**config.mk**
```make
export PLATFORM = sky130hd
export DESIGN_NAME = hpack_header_field_tokenizer
export DESIGN_NICKNAME = d
export VERILOG_FILES = /design/src/rtl/core/hpktok_pkg.sv /design/src/rtl/core/hpktok_parser.sv /design/src/rtl/core/hpktok_out_buf.sv /design/src/rtl/core/hpack_header_field_tokenizer.sv
export SDC_FILE = /design/constraint.sdc
export NUM_CORES = 1
export LEC_CHECK = 0
export BUFFER_PORTS_ARGS = -buffer_cell sky130_fd_sc_hd__clkbuf_2
export CORE_AREA = 2 2 282 284
export DETAILED_ROUTE_END_ITERATION = 6
export DIE_AREA = 0 0 284 286
export PLACE_DENSITY = 0.58
export SLEW_MARGIN = 20
export SYNTH_ARGS = -nofsm -noshare
export SYNTH_HDL_FRONTEND = slang
export SYNTH_SLANG_ARGS = --single-unit
```
**constraint.sdc**
```tcl
create_clock -name clk -period 44.3 [get_ports clk]
set_clock_uncertainty 0.05 [all_clocks]
set_input_delay 4.43 -clock clk [delete_from_list [all_inputs] [get_ports clk]]
set_output_delay 4.43 -clock clk [all_outputs]
set_load 0.02 [all_outputs]
```
**src/rtl/core/hpktok_pkg.sv**
```systemverilog
// Shared types and constants of the HPACK header field tokenizer.
// Used by hpktok_parser, hpktok_out_buf and hpack_header_field_tokenizer.
`default_nettype none
package hpktok_pkg;

  // Result status codes
  localparam logic [1:0] ST_DONE    = 2'd0;
  localparam logic [1:0] ST_INVALID = 2'd1;
  localparam logic [1:0] ST_TRUNC   = 2'd2;

  // Field kinds
  localparam logic [1:0] KIND_SIZE_UPDATE = 2'd0;
  localparam logic [1:0] KIND_INDEXED     = 2'd1;
  localparam logic [1:0] KIND_LIT_INC     = 2'd2;
  localparam logic [1:0] KIND_LIT_NOIDX   = 2'd3;

  // First-byte patterns
  localparam logic [7:0] SIZE_UPD_MASK = 8'hE0;
  localparam logic [7:0] SIZE_UPD_CODE = 8'h20;
  localparam logic [7:0] INDEXED_MASK  = 8'h80;
  localparam logic [7:0] LIT_INC_MASK  = 8'hC0;
  localparam logic [7:0] LIT_INC_CODE  = 8'h40;
  localparam logic [7:0] LIT_NOIDX_MASK = 8'hF0;
  localparam logic [7:0] LIT_NOIDX_CODE = 8'h00;
  localparam logic [7:0] LIT_NEVER_CODE = 8'h10;

  // Output field widths
  localparam int OFFSET_W = 24;

  // Parse phase, one-hot
  typedef enum logic [7:0] {
    PH_IDLE           = 8'b0000_0001,
    PH_HEAD_INT       = 8'b0000_0010,
    PH_NAME_LEN_START = 8'b0000_0100,
    PH_NAME_LEN_MORE  = 8'b0000_1000,
    PH_NAME_STR       = 8'b0001_0000,
    PH_VAL_LEN_START  = 8'b0010_0000,
    PH_VAL_LEN_MORE   = 8'b0100_0000,
    PH_VAL_STR        = 8'b1000_0000
  } phase_t;

  typedef struct packed {
    logic [7:0] data_byte;
    logic       block_end;
  } in_item_t;

  typedef struct packed {
    logic [1:0]  status;
    logic [1:0]  field_kind;
    logic [31:0] number;
    logic        name_literal;
    logic [23:0] name_offset;
    logic [31:0] name_length;
    logic        name_huffman;
    logic [23:0] value_offset;
    logic [31:0] value_length;
    logic        value_huffman;
    logic        block_done;
  } out_item_t;

endpackage
`default_nettype wire

```
**src/rtl/core/hpktok_parser.sv**
```systemverilog
// Input register and per-byte parse state machine of the HPACK tokenizer.
// Depends on hpktok_pkg for item types, phases and codes.
`default_nettype none
module hpktok_parser #(
  parameter int POSITION_BITS = 24
) (
  input  wire logic                 clk,
  input  wire logic                 rst_n,
  input  wire logic                 in_valid,
  output logic                      in_ready,
  input  wire hpktok_pkg::in_item_t in_data,
  output logic                      res_valid,
  output hpktok_pkg::out_item_t     res_data,
  input  wire logic                 res_room
);
  import hpktok_pkg::*;

  localparam int PB = POSITION_BITS;

  // Input register
  logic     vld_r, vld_nxt;
  in_item_t in_r;
  logic     fire;

  // Parse state
  phase_t        phase_r, phase_nxt;
  logic [31:0]   acc_r, acc_nxt;
  logic [5:0]    shift_r, shift_nxt;
  logic [PB-1:0] pos_r, pos_nxt;
  logic [31:0]   rem_r, rem_nxt;
  logic [1:0]    pkind_r, pkind_nxt;
  logic [31:0]   pnum_r, pnum_nxt;
  logic          nlit_r, nlit_nxt;
  logic [PB-1:0] noff_r, noff_nxt;
  logic [31:0]   nlen_r, nlen_nxt;
  logic          nhuf_r, nhuf_nxt;
  logic          vhuf_r, vhuf_nxt;
  logic          drop_r, drop_nxt;

  // Step helpers
  logic [7:0]    b;
  logic [39:0]   sum;
  logic          more_ovf;
  logic [PB-1:0] pos_inc;
  logic [PB-1:0] val_off;
  logic [31:0]   val_off_ext;
  logic [31:0]   name_off_ext;
  logic [31:0]   rem_dec;
  logic          have;
  out_item_t     res;

  assign b        = in_r.data_byte;
  assign sum      = {8'b0, acc_r} + (40'(b[6:0]) << shift_r);
  assign more_ovf = (shift_r >= 6'd32) || (sum[39:32] != 8'd0);
  assign pos_inc  = pos_r + PB'(1);
  assign rem_dec  = rem_r - 32'd1;

  // Advance only when a produced result has somewhere to go
  assign fire      = vld_r && (!have || res_room);
  assign in_ready  = !vld_r || fire;
  assign res_valid = vld_r && have;
  assign res_data  = res;

  always_comb begin
    vld_nxt = in_ready ? in_valid : vld_r;
  end

  always_comb begin
    phase_nxt = phase_r;
    acc_nxt   = acc_r;
    shift_nxt = shift_r;
    pos_nxt   = pos_r;
    rem_nxt   = rem_r;
    pkind_nxt = pkind_r;
    pnum_nxt  = pnum_r;
    nlit_nxt  = nlit_r;
    noff_nxt  = noff_r;
    nlen_nxt  = nlen_r;
    nhuf_nxt  = nhuf_r;
    vhuf_nxt  = vhuf_r;
    drop_nxt  = drop_r;
    have      = 1'b0;
    res       = '0;
    val_off     = '0;
    val_off_ext = '0;
    name_off_ext = '0;

    if (drop_r) begin
      // Skip the rest of a block after an integer overflow
      if (in_r.block_end) begin
        phase_nxt = PH_IDLE;
        acc_nxt = '0; shift_nxt = '0; pos_nxt = '0; rem_nxt = '0;
        pkind_nxt = '0; pnum_nxt = '0; nlit_nxt = 1'b0; noff_nxt = '0;
        nlen_nxt = '0; nhuf_nxt = 1'b0; vhuf_nxt = 1'b0; drop_nxt = 1'b0;
      end else begin
        pos_nxt = pos_inc;
      end
    end else begin
      case (phase_r)
        PH_IDLE: begin
          // Classify the first byte of a field
          pnum_nxt = '0;
          nlit_nxt = 1'b0;
          noff_nxt = '0;
          nlen_nxt = '0;
          nhuf_nxt = 1'b0;
          vhuf_nxt = 1'b0;
          shift_nxt = '0;
          phase_nxt = PH_HEAD_INT;
          if ((b & SIZE_UPD_MASK) == SIZE_UPD_CODE) begin
            pkind_nxt = KIND_SIZE_UPDATE;
            acc_nxt = {27'b0, b[4:0]};
            if (b[4:0] != 5'h1F) phase_nxt = PH_IDLE;
          end else if ((b & INDEXED_MASK) == INDEXED_MASK) begin
            pkind_nxt = KIND_INDEXED;
            acc_nxt = {25'b0, b[6:0]};
            if (b[6:0] != 7'h7F) phase_nxt = PH_IDLE;
          end else if ((b & LIT_INC_MASK) == LIT_INC_CODE) begin
            pkind_nxt = KIND_LIT_INC;
            if (b == LIT_INC_CODE) begin
              nlit_nxt = 1'b1;
              shift_nxt = shift_r;
              phase_nxt = PH_NAME_LEN_START;
            end else begin
              acc_nxt = {26'b0, b[5:0]};
              if (b[5:0] != 6'h3F) phase_nxt = PH_IDLE;
            end
          end else begin
            pkind_nxt = KIND_LIT_NOIDX;
            if ((b & LIT_NOIDX_MASK) == LIT_NOIDX_CODE ||
                (b & LIT_NOIDX_MASK) == LIT_NEVER_CODE) begin
              if (b[3:0] == 4'h0) begin
                nlit_nxt = 1'b1;
                shift_nxt = shift_r;
                phase_nxt = PH_NAME_LEN_START;
              end else begin
                acc_nxt = {28'b0, b[3:0]};
                if (b[3:0] != 4'hF) phase_nxt = PH_IDLE;
              end
            end else begin
              acc_nxt = {28'b0, b[3:0]};
              if (b[3:0] != 4'hF) phase_nxt = PH_IDLE;
            end
          end
          // Head integer complete in one byte
          if (phase_nxt == PH_IDLE) begin
            if (pkind_nxt == KIND_SIZE_UPDATE || pkind_nxt == KIND_INDEXED) begin
              have = 1'b1;
              res.status = ST_DONE;
              res.field_kind = pkind_nxt;
              res.number = acc_nxt;
            end else begin
              pnum_nxt = acc_nxt;
              phase_nxt = PH_VAL_LEN_START;
            end
          end
        end
        PH_HEAD_INT: begin
          if (more_ovf) begin
            have = 1'b1;
            res.status = ST_INVALID;
            res.field_kind = pkind_r;
          end else begin
            acc_nxt = sum[31:0];
            if (!b[7]) begin
              if (pkind_r == KIND_SIZE_UPDATE || pkind_r == KIND_INDEXED) begin
                have = 1'b1;
                res.status = ST_DONE;
                res.field_kind = pkind_r;
                res.number = sum[31:0];
                phase_nxt = PH_IDLE;
              end else begin
                pnum_nxt = sum[31:0];
                nlit_nxt = 1'b0;
                phase_nxt = PH_VAL_LEN_START;
              end
            end else begin
              shift_nxt = shift_r + 6'd7;
            end
          end
        end
        PH_NAME_LEN_START: begin
          nhuf_nxt = b[7];
          acc_nxt = {25'b0, b[6:0]};
          shift_nxt = '0;
          phase_nxt = PH_NAME_LEN_MORE;
          if (b[6:0] != 7'h7F) begin
            nlen_nxt = acc_nxt;
            noff_nxt = pos_inc;
            if (b[6:0] == 7'h00) begin
              phase_nxt = PH_VAL_LEN_START;
            end else begin
              rem_nxt = acc_nxt;
              phase_nxt = PH_NAME_STR;
            end
          end
        end
        PH_NAME_LEN_MORE: begin
          if (more_ovf) begin
            have = 1'b1;
            res.status = ST_INVALID;
            res.field_kind = pkind_r;
          end else begin
            acc_nxt = sum[31:0];
            if (!b[7]) begin
              nlen_nxt = sum[31:0];
              noff_nxt = pos_inc;
              if (sum[31:0] == 32'd0) begin
                phase_nxt = PH_VAL_LEN_START;
              end else begin
                rem_nxt = sum[31:0];
                phase_nxt = PH_NAME_STR;
              end
            end else begin
              shift_nxt = shift_r + 6'd7;
            end
          end
        end
        PH_NAME_STR: begin
          rem_nxt = rem_dec;
          if (rem_dec == 32'd0) phase_nxt = PH_VAL_LEN_START;
        end
        PH_VAL_LEN_START: begin
          vhuf_nxt = b[7];
          acc_nxt = {25'b0, b[6:0]};
          shift_nxt = '0;
          phase_nxt = PH_VAL_LEN_MORE;
          if (b[6:0] != 7'h7F) begin
            if (b[6:0] == 7'h00) begin
              have = 1'b1;
            end else begin
              rem_nxt = acc_nxt;
              phase_nxt = PH_VAL_STR;
            end
          end
        end
        PH_VAL_LEN_MORE: begin
          if (more_ovf) begin
            have = 1'b1;
            res.status = ST_INVALID;
            res.field_kind = pkind_r;
          end else begin
            acc_nxt = sum[31:0];
            if (!b[7]) begin
              if (sum[31:0] == 32'd0) begin
                have = 1'b1;
              end else begin
                rem_nxt = sum[31:0];
                phase_nxt = PH_VAL_STR;
              end
            end else begin
              shift_nxt = shift_r + 6'd7;
            end
          end
        end
        PH_VAL_STR: begin
          rem_nxt = rem_dec;
          if (rem_dec == 32'd0) have = 1'b1;
        end
        default: begin
          phase_nxt = PH_IDLE;
        end
      endcase

      // Complete a literal field once its value string is consumed
      if (have && res.status != ST_INVALID &&
          (phase_r == PH_VAL_LEN_START || phase_r == PH_VAL_LEN_MORE ||
           phase_r == PH_VAL_STR)) begin
        val_off      = pos_inc - PB'(acc_nxt);
        val_off_ext  = 32'(val_off);
        name_off_ext = 32'(noff_nxt);
        res.status       = ST_DONE;
        res.field_kind   = pkind_nxt;
        res.number       = pnum_nxt;
        res.name_literal = nlit_nxt;
        if (nlit_nxt) begin
          res.name_offset  = name_off_ext[OFFSET_W-1:0];
          res.name_length  = nlen_nxt;
          res.name_huffman = nhuf_nxt;
        end
        res.value_offset  = val_off_ext[OFFSET_W-1:0];
        res.value_length  = acc_nxt;
        res.value_huffman = vhuf_nxt;
        phase_nxt = PH_IDLE;
      end

      if (in_r.block_end) begin
        // Close the block: report truncation if nothing completed
        if (!have) begin
          have = 1'b1;
          res.status = ST_TRUNC;
          res.field_kind = pkind_nxt;
        end
        res.block_done = 1'b1;
        phase_nxt = PH_IDLE;
        acc_nxt = '0; shift_nxt = '0; pos_nxt = '0; rem_nxt = '0;
        pkind_nxt = '0; pnum_nxt = '0; nlit_nxt = 1'b0; noff_nxt = '0;
        nlen_nxt = '0; nhuf_nxt = 1'b0; vhuf_nxt = 1'b0; drop_nxt = 1'b0;
      end else begin
        if (have && res.status == ST_INVALID) drop_nxt = 1'b1;
        pos_nxt = pos_inc;
      end
    end
  end

  // Hold the input item
  always_ff @(posedge clk) begin
    if (!rst_n) begin
      vld_r <= 1'b0;
    end else begin
      vld_r <= vld_nxt;
    end
    if (in_valid && in_ready) in_r <= in_data;
  end

  // Advance parse state on each consumed byte
  always_ff @(posedge clk) begin
    if (!rst_n) begin
      phase_r <= PH_IDLE;
      acc_r   <= '0;
      shift_r <= '0;
      pos_r   <= '0;
      rem_r   <= '0;
      pkind_r <= '0;
      pnum_r  <= '0;
      nlit_r  <= 1'b0;
      noff_r  <= '0;
      nlen_r  <= '0;
      nhuf_r  <= 1'b0;
      vhuf_r  <= 1'b0;
      drop_r  <= 1'b0;
    end else if (fire) begin
      phase_r <= phase_nxt;
      acc_r   <= acc_nxt;
      shift_r <= shift_nxt;
      pos_r   <= pos_nxt;
      rem_r   <= rem_nxt;
      pkind_r <= pkind_nxt;
      pnum_r  <= pnum_nxt;
      nlit_r  <= nlit_nxt;
      noff_r  <= noff_nxt;
      nlen_r  <= nlen_nxt;
      nhuf_r  <= nhuf_nxt;
      vhuf_r  <= vhuf_nxt;
      drop_r  <= drop_nxt;
    end
  end

endmodule
`default_nettype wire

```
**src/rtl/core/hpktok_out_buf.sv**
```systemverilog
// Two-entry result queue between the parser and the result channel.
// Depends on hpktok_pkg for the result item type.
`default_nettype none
module hpktok_out_buf (
  input  wire logic                  clk,
  input  wire logic                  rst_n,
  input  wire logic                  push,
  input  wire hpktok_pkg::out_item_t push_data,
  output logic                       room,
  output logic                       out_valid,
  input  wire logic                  out_ready,
  output hpktok_pkg::out_item_t      out_data
);
  import hpktok_pkg::*;

  out_item_t  mem_r [2];
  logic       wr_ptr_r, wr_ptr_nxt;
  logic       rd_ptr_r, rd_ptr_nxt;
  logic [1:0] cnt_r, cnt_nxt;
  logic       pop;

  assign room      = (cnt_r != 2'd2);
  assign out_valid = (cnt_r != 2'd0);
  assign out_data  = mem_r[rd_ptr_r];
  assign pop       = out_valid && out_ready;

  // Track fill level and pointers
  always_comb begin
    wr_ptr_nxt = push ? ~wr_ptr_r : wr_ptr_r;
    rd_ptr_nxt = pop ? ~rd_ptr_r : rd_ptr_r;
    cnt_nxt    = cnt_r + {1'b0, push} - {1'b0, pop};
  end

  always_ff @(posedge clk) begin
    if (!rst_n) begin
      wr_ptr_r <= 1'b0;
      rd_ptr_r <= 1'b0;
      cnt_r    <= 2'd0;
    end else begin
      wr_ptr_r <= wr_ptr_nxt;
      rd_ptr_r <= rd_ptr_nxt;
      cnt_r    <= cnt_nxt;
    end
  end

  // Store the item
  always_ff @(posedge clk) begin
    if (push) mem_r[wr_ptr_r] <= push_data;
  end

endmodule
`default_nettype wire

```
**src/rtl/core/hpack_header_field_tokenizer.sv**
```systemverilog
// Top level of the HPACK header field tokenizer.
// Depends on hpktok_pkg, hpktok_parser and hpktok_out_buf.
`default_nettype none
// Takes a header block one byte per item and gives one result item per
// completed header field (kind, number, string offsets and lengths, Huffman
// flags), per integer overflow, or per block that ends mid-field; string bytes
// are skipped. A byte is registered on acceptance and parsed in the next
// cycle by a state update (prefix integer shift-add and phase step), so one
// byte is taken every cycle while the result queue has room; a result passes
// through the input register and the result queue before it is shown on the
// output. A two-entry result queue lets input keep flowing while a result
// waits. Offsets wrap modulo 2^POSITION_BITS.
module hpack_header_field_tokenizer #(
  parameter int POSITION_BITS = 24
) (
  input  wire logic                  clk,
  input  wire logic                  rst_n,
  input  wire logic                  in_valid,
  output logic                       in_ready,
  input  wire hpktok_pkg::in_item_t  in_data,
  output logic                       out_valid,
  input  wire logic                  out_ready,
  output hpktok_pkg::out_item_t      out_data
);
  import hpktok_pkg::*;

  logic      res_valid;
  out_item_t res_data;
  logic      res_room;

  hpktok_parser #(
    .POSITION_BITS(POSITION_BITS)
  ) u_parser (
    .clk      (clk),
    .rst_n    (rst_n),
    .in_valid (in_valid),
    .in_ready (in_ready),
    .in_data  (in_data),
    .res_valid(res_valid),
    .res_data (res_data),
    .res_room (res_room)
  );

  hpktok_out_buf u_out_buf (
    .clk      (clk),
    .rst_n    (rst_n),
    .push     (res_valid && res_room),
    .push_data(res_data),
    .room     (res_room),
    .out_valid(out_valid),
    .out_ready(out_ready),
    .out_data (out_data)
  );

endmodule
`default_nettype wire
```
==> flow_summary.yaml <==
outcome:
  status: "complete, no violations"
pwr:
  power_density_nw_per_um2: 41.30
  leakage_nw: 11.30
  vdd_ir_drop_max_mv: 0.03109
placement:
  dpl_cell_area_um2: 29070
  io_buffers: 166
  gp_congestion: 0.9782
  place_ws_ps: 32930
  place.detailed.hpwl_um: 62630
layout:
  nets: 2750
  final_cell_mix: "313 x edfxtp_1, 232 x nand2_1, 222 x nor2_1, 201 x dfxtp_1, 167 x clkbuf_2"
  layout_commonest_cell: "edfxtp_1"
  drive_above_1_share: 0.1946
  syn2layout_area_growth_pct: 13.80
  insertedDiodeCount: 0
  fin_area_um2: 30880
route:
  ant_nets: 0
  dr.max_layer_used: "met5"
  wl_um: 88700
  wl_met3_um: 5159
  avgViaCountPerCell: 5.701
  route.detailed.drc: 0
  vias: 21480
  wl_met1_um: 39750
  initialDrtViolationCount: 1772
  dr.pass1.iters: 6
  wl_met2_um: 40820
  wl_per_cell_um: 23.54
logic_synthesis:
  ys_seq_area_frac: 0.4954
  synth.area.top_cells: "edfxtp_1 35%, dfxtp_1 15%, mux2_2 6.6%, a22o_1 3.5%, nand2_1 3.2%"
  yosys.area.top_type: "edfxtp_1"
  yosysWarningCount: 0
  synth-seq-cells: 515
  synth-edff-count: 313
  netlist_area_um2: 27140
  synth.top_cell.area_share: 0.3464
  synth_nets: 2645
  synth_cells: 2569
  synth-async-reset-ratio: 0
  synth.avg_cell_area_um2: 10.56
  synthFlopType: "edfxtp_1"
  ys_types: 90
worst_setup_path:
  reg2reg_depth: 32
  worst-path-max-fanout: 17
  timing.rr.end: "u_out_buf.mem_r[0][56]$_DFFE_PP_"
  rrSetupSlack_ps: 33400
  crit_path_start_kind: "register"
  timing.rr.start: "u_parser.shift_r[1]$_SDFFE_PN0P_"
  endpoint_kind: "primary output"
  cp_data_arrival_time_ps: 7670
  crit_required_ps: 39820
  crit_type: "reg -> out"
clock_network:
  clkTransAtPathRegs_ps: 70
  cts.path.max_buffers: 3
  post-cts-setup-buffers: 0
  ctsRootBufferMaster: "clkbuf_16"
  cts.sinks: 515
  cts_hold_buf: 0
  cts_buffers: 53
  cts_resized: 0
  insertion_delay_ps: 640
  cts_tree: "built"
  htree_levels: 2
grt:
  grt-ovfl-total: 0
  grt_pass1_vias: 20720
  grt_max_degree: 96
  grt_pass1_wl_um: 132800
  gr-usage-all-layers: 0.2115
  antenna_found_initial: 1
floorplan:
  ios: 167
  dieArea_um2: 81220
  die-width_um: 284
  core_area_um2: 78360
  die_h_um: 286
  rows: 103
  start_util: 0.3463
sta:
  slew-limit-headroom: 0.2849
  setup_viol: 0
  layout_setup_ws_ps: 32150
  slew_viol_final: 0
  finalSetupTns_ps: 0
  period_needed_ps: 12150
  finalCritPeriodShare: 0.2742
  hold_viol_final: 0
  rsz0062_at_grt: "no"
  max_freq_ghz: 0.08233
  worstMarginPinSlew_ps: 1070
job:
  cap_violations: 0
min_path:
  hold_depth: 2
  min-delay-start: "u_parser.nlen_r[3]$_SDFFE_PN0N_"
  min_to: "u_parser.nlen_r[3]$_SDFFE_PN0N_"
  hold_class: "reg -> reg"
[per-layer routing]
layer / vias to the layer above / GRT usage
li1: 9870 / -
met1: 10680 / 0.2934
met2: 793 / 0.3397
met3: 138 / 0.02919
met4: 2 / 0.07171
met5: - / 0
[per-stage QoR]
step | cells | power (W) | util | hold WS (ps)
after floorplan | 2569 | 0.0007422 | - | 368.7
after global placement | 3668 | 0.0008226 | 0.3709 | 382.3
after detailed placement | 3668 | 0.0008244 | 0.3710 | 393.5
after CTS | 3767 | 0.001288 | 0.3940 | 408.4
after global routing | 3768 | 0.001322 | 0.3941 | 432.6
final | 3768 | 0.001275 | 0.3941 | 407.2
[cells by family (layout without fill, tap and decap cells)]
family	after synthesis	in the layout	share of synthesized area
AND/OR/NAND/NOR	831	831	0.1537
multiplexers	224	224	0.09129
adder cells (fa/ha/maj)	63	63	0.02960
AO/OA/AOI/OAI	630	630	0.1676
flip-flops	515	515	0.4954
XOR/XNOR	94	94	0.03034
buffers and inverters	212	361	0.03205
[sequential cells by signal, indices dropped and copies added, names as in the netlist, 2 cells and up, named ones only]
signal and count:
u_parser.rem_r 32, u_parser.phase_r 8, u_parser.pos_r 24, u_parser.shift_r 6, u_parser.acc_r 32, u_parser.nlen_r 32
u_parser.pnum_r 32, u_parser.pkind_r 2, u_parser.b 8, u_out_buf.cnt_r 2, u_parser.noff_r 24, u_out_buf.mem_r 304
[layout make-up]
cell class | count | area (um2)
inverters | 45 | 168.9
repair buffers | 217 | 1211
clock inverters | 22 | 262.8
fillers | 7635 | 47480
well taps | 1050 | 1314
clock buffers | 77 | 1543
flip-flops and latches | 515 | 13450
multi-input cells | 1842 | 12930
[power breakdown]
part	switching [W]	internal, W
Clock	0.000196	0.000267
Sequential	0.0000140	0.000532
Combinational	0.000169	0.0000971
Total	0.000379	0.000896
[worst max-delay path, stage by stage, from the launching register on]
cell       delay [ps]
dfxtp_1           740
mux2i_1           150
o21ai_0           610
mux2i_1           450
nor3_1            320
ha_1              320
a211oi_1          300
nand2_1           140
o2111ai_1         480
o21ai_0           400
a21oi_1           240
o211ai_1          250
nor4_1            870
nand3_1           180
nor4_2            790
o31a_1            260
nor2_1            120
nor2_1            150
nand2_1            90
clkbuf_2          180
[cells in the mapped netlist (45+ instances only)]
| library cell | instances |
|---|---|
| nor2_1 | 225 |
| a21oi_1 | 91 |
| clkbuf_1 | 134 |
| dfxtp_1 | 202 |
| xnor2_1 | 61 |
| inv_1 | 45 |
| nand2_1 | 232 |
| ha_1 | 61 |
| a22o_1 | 108 |
| mux2i_1 | 63 |
| mux2_2 | 158 |
| o21ai_0 | 110 |
| a22oi_1 | 97 |
| nand3_1 | 49 |
| edfxtp_1 | 313 |
[how the worst max path moves through the flow]
stage / from / end / slack [ps] / depth (start not counted)
after floorplan: u_parser.shift_r[0]$_SDFFE_PN0P_ / u_out_buf.mem_r[0][0]$_DFFE_PP_ / 28270 / 19
after global placement: u_parser.shift_r[1]$_SDFFE_PN0P_ / in_ready / 33180 / 19
after detailed placement: u_parser.shift_r[1]$_SDFFE_PN0P_ / in_ready / 32930 / 19
after CTS: u_parser.shift_r[1]$_SDFFE_PN0P_ / in_ready / 32240 / 19
after global routing: u_parser.b[5]$_DFFE_PP_ / in_ready / 31710 / 19
final: u_parser.shift_r[1]$_SDFFE_PN0P_ / in_ready / 32150 / 19
Power figures use the tool's default switching activity.
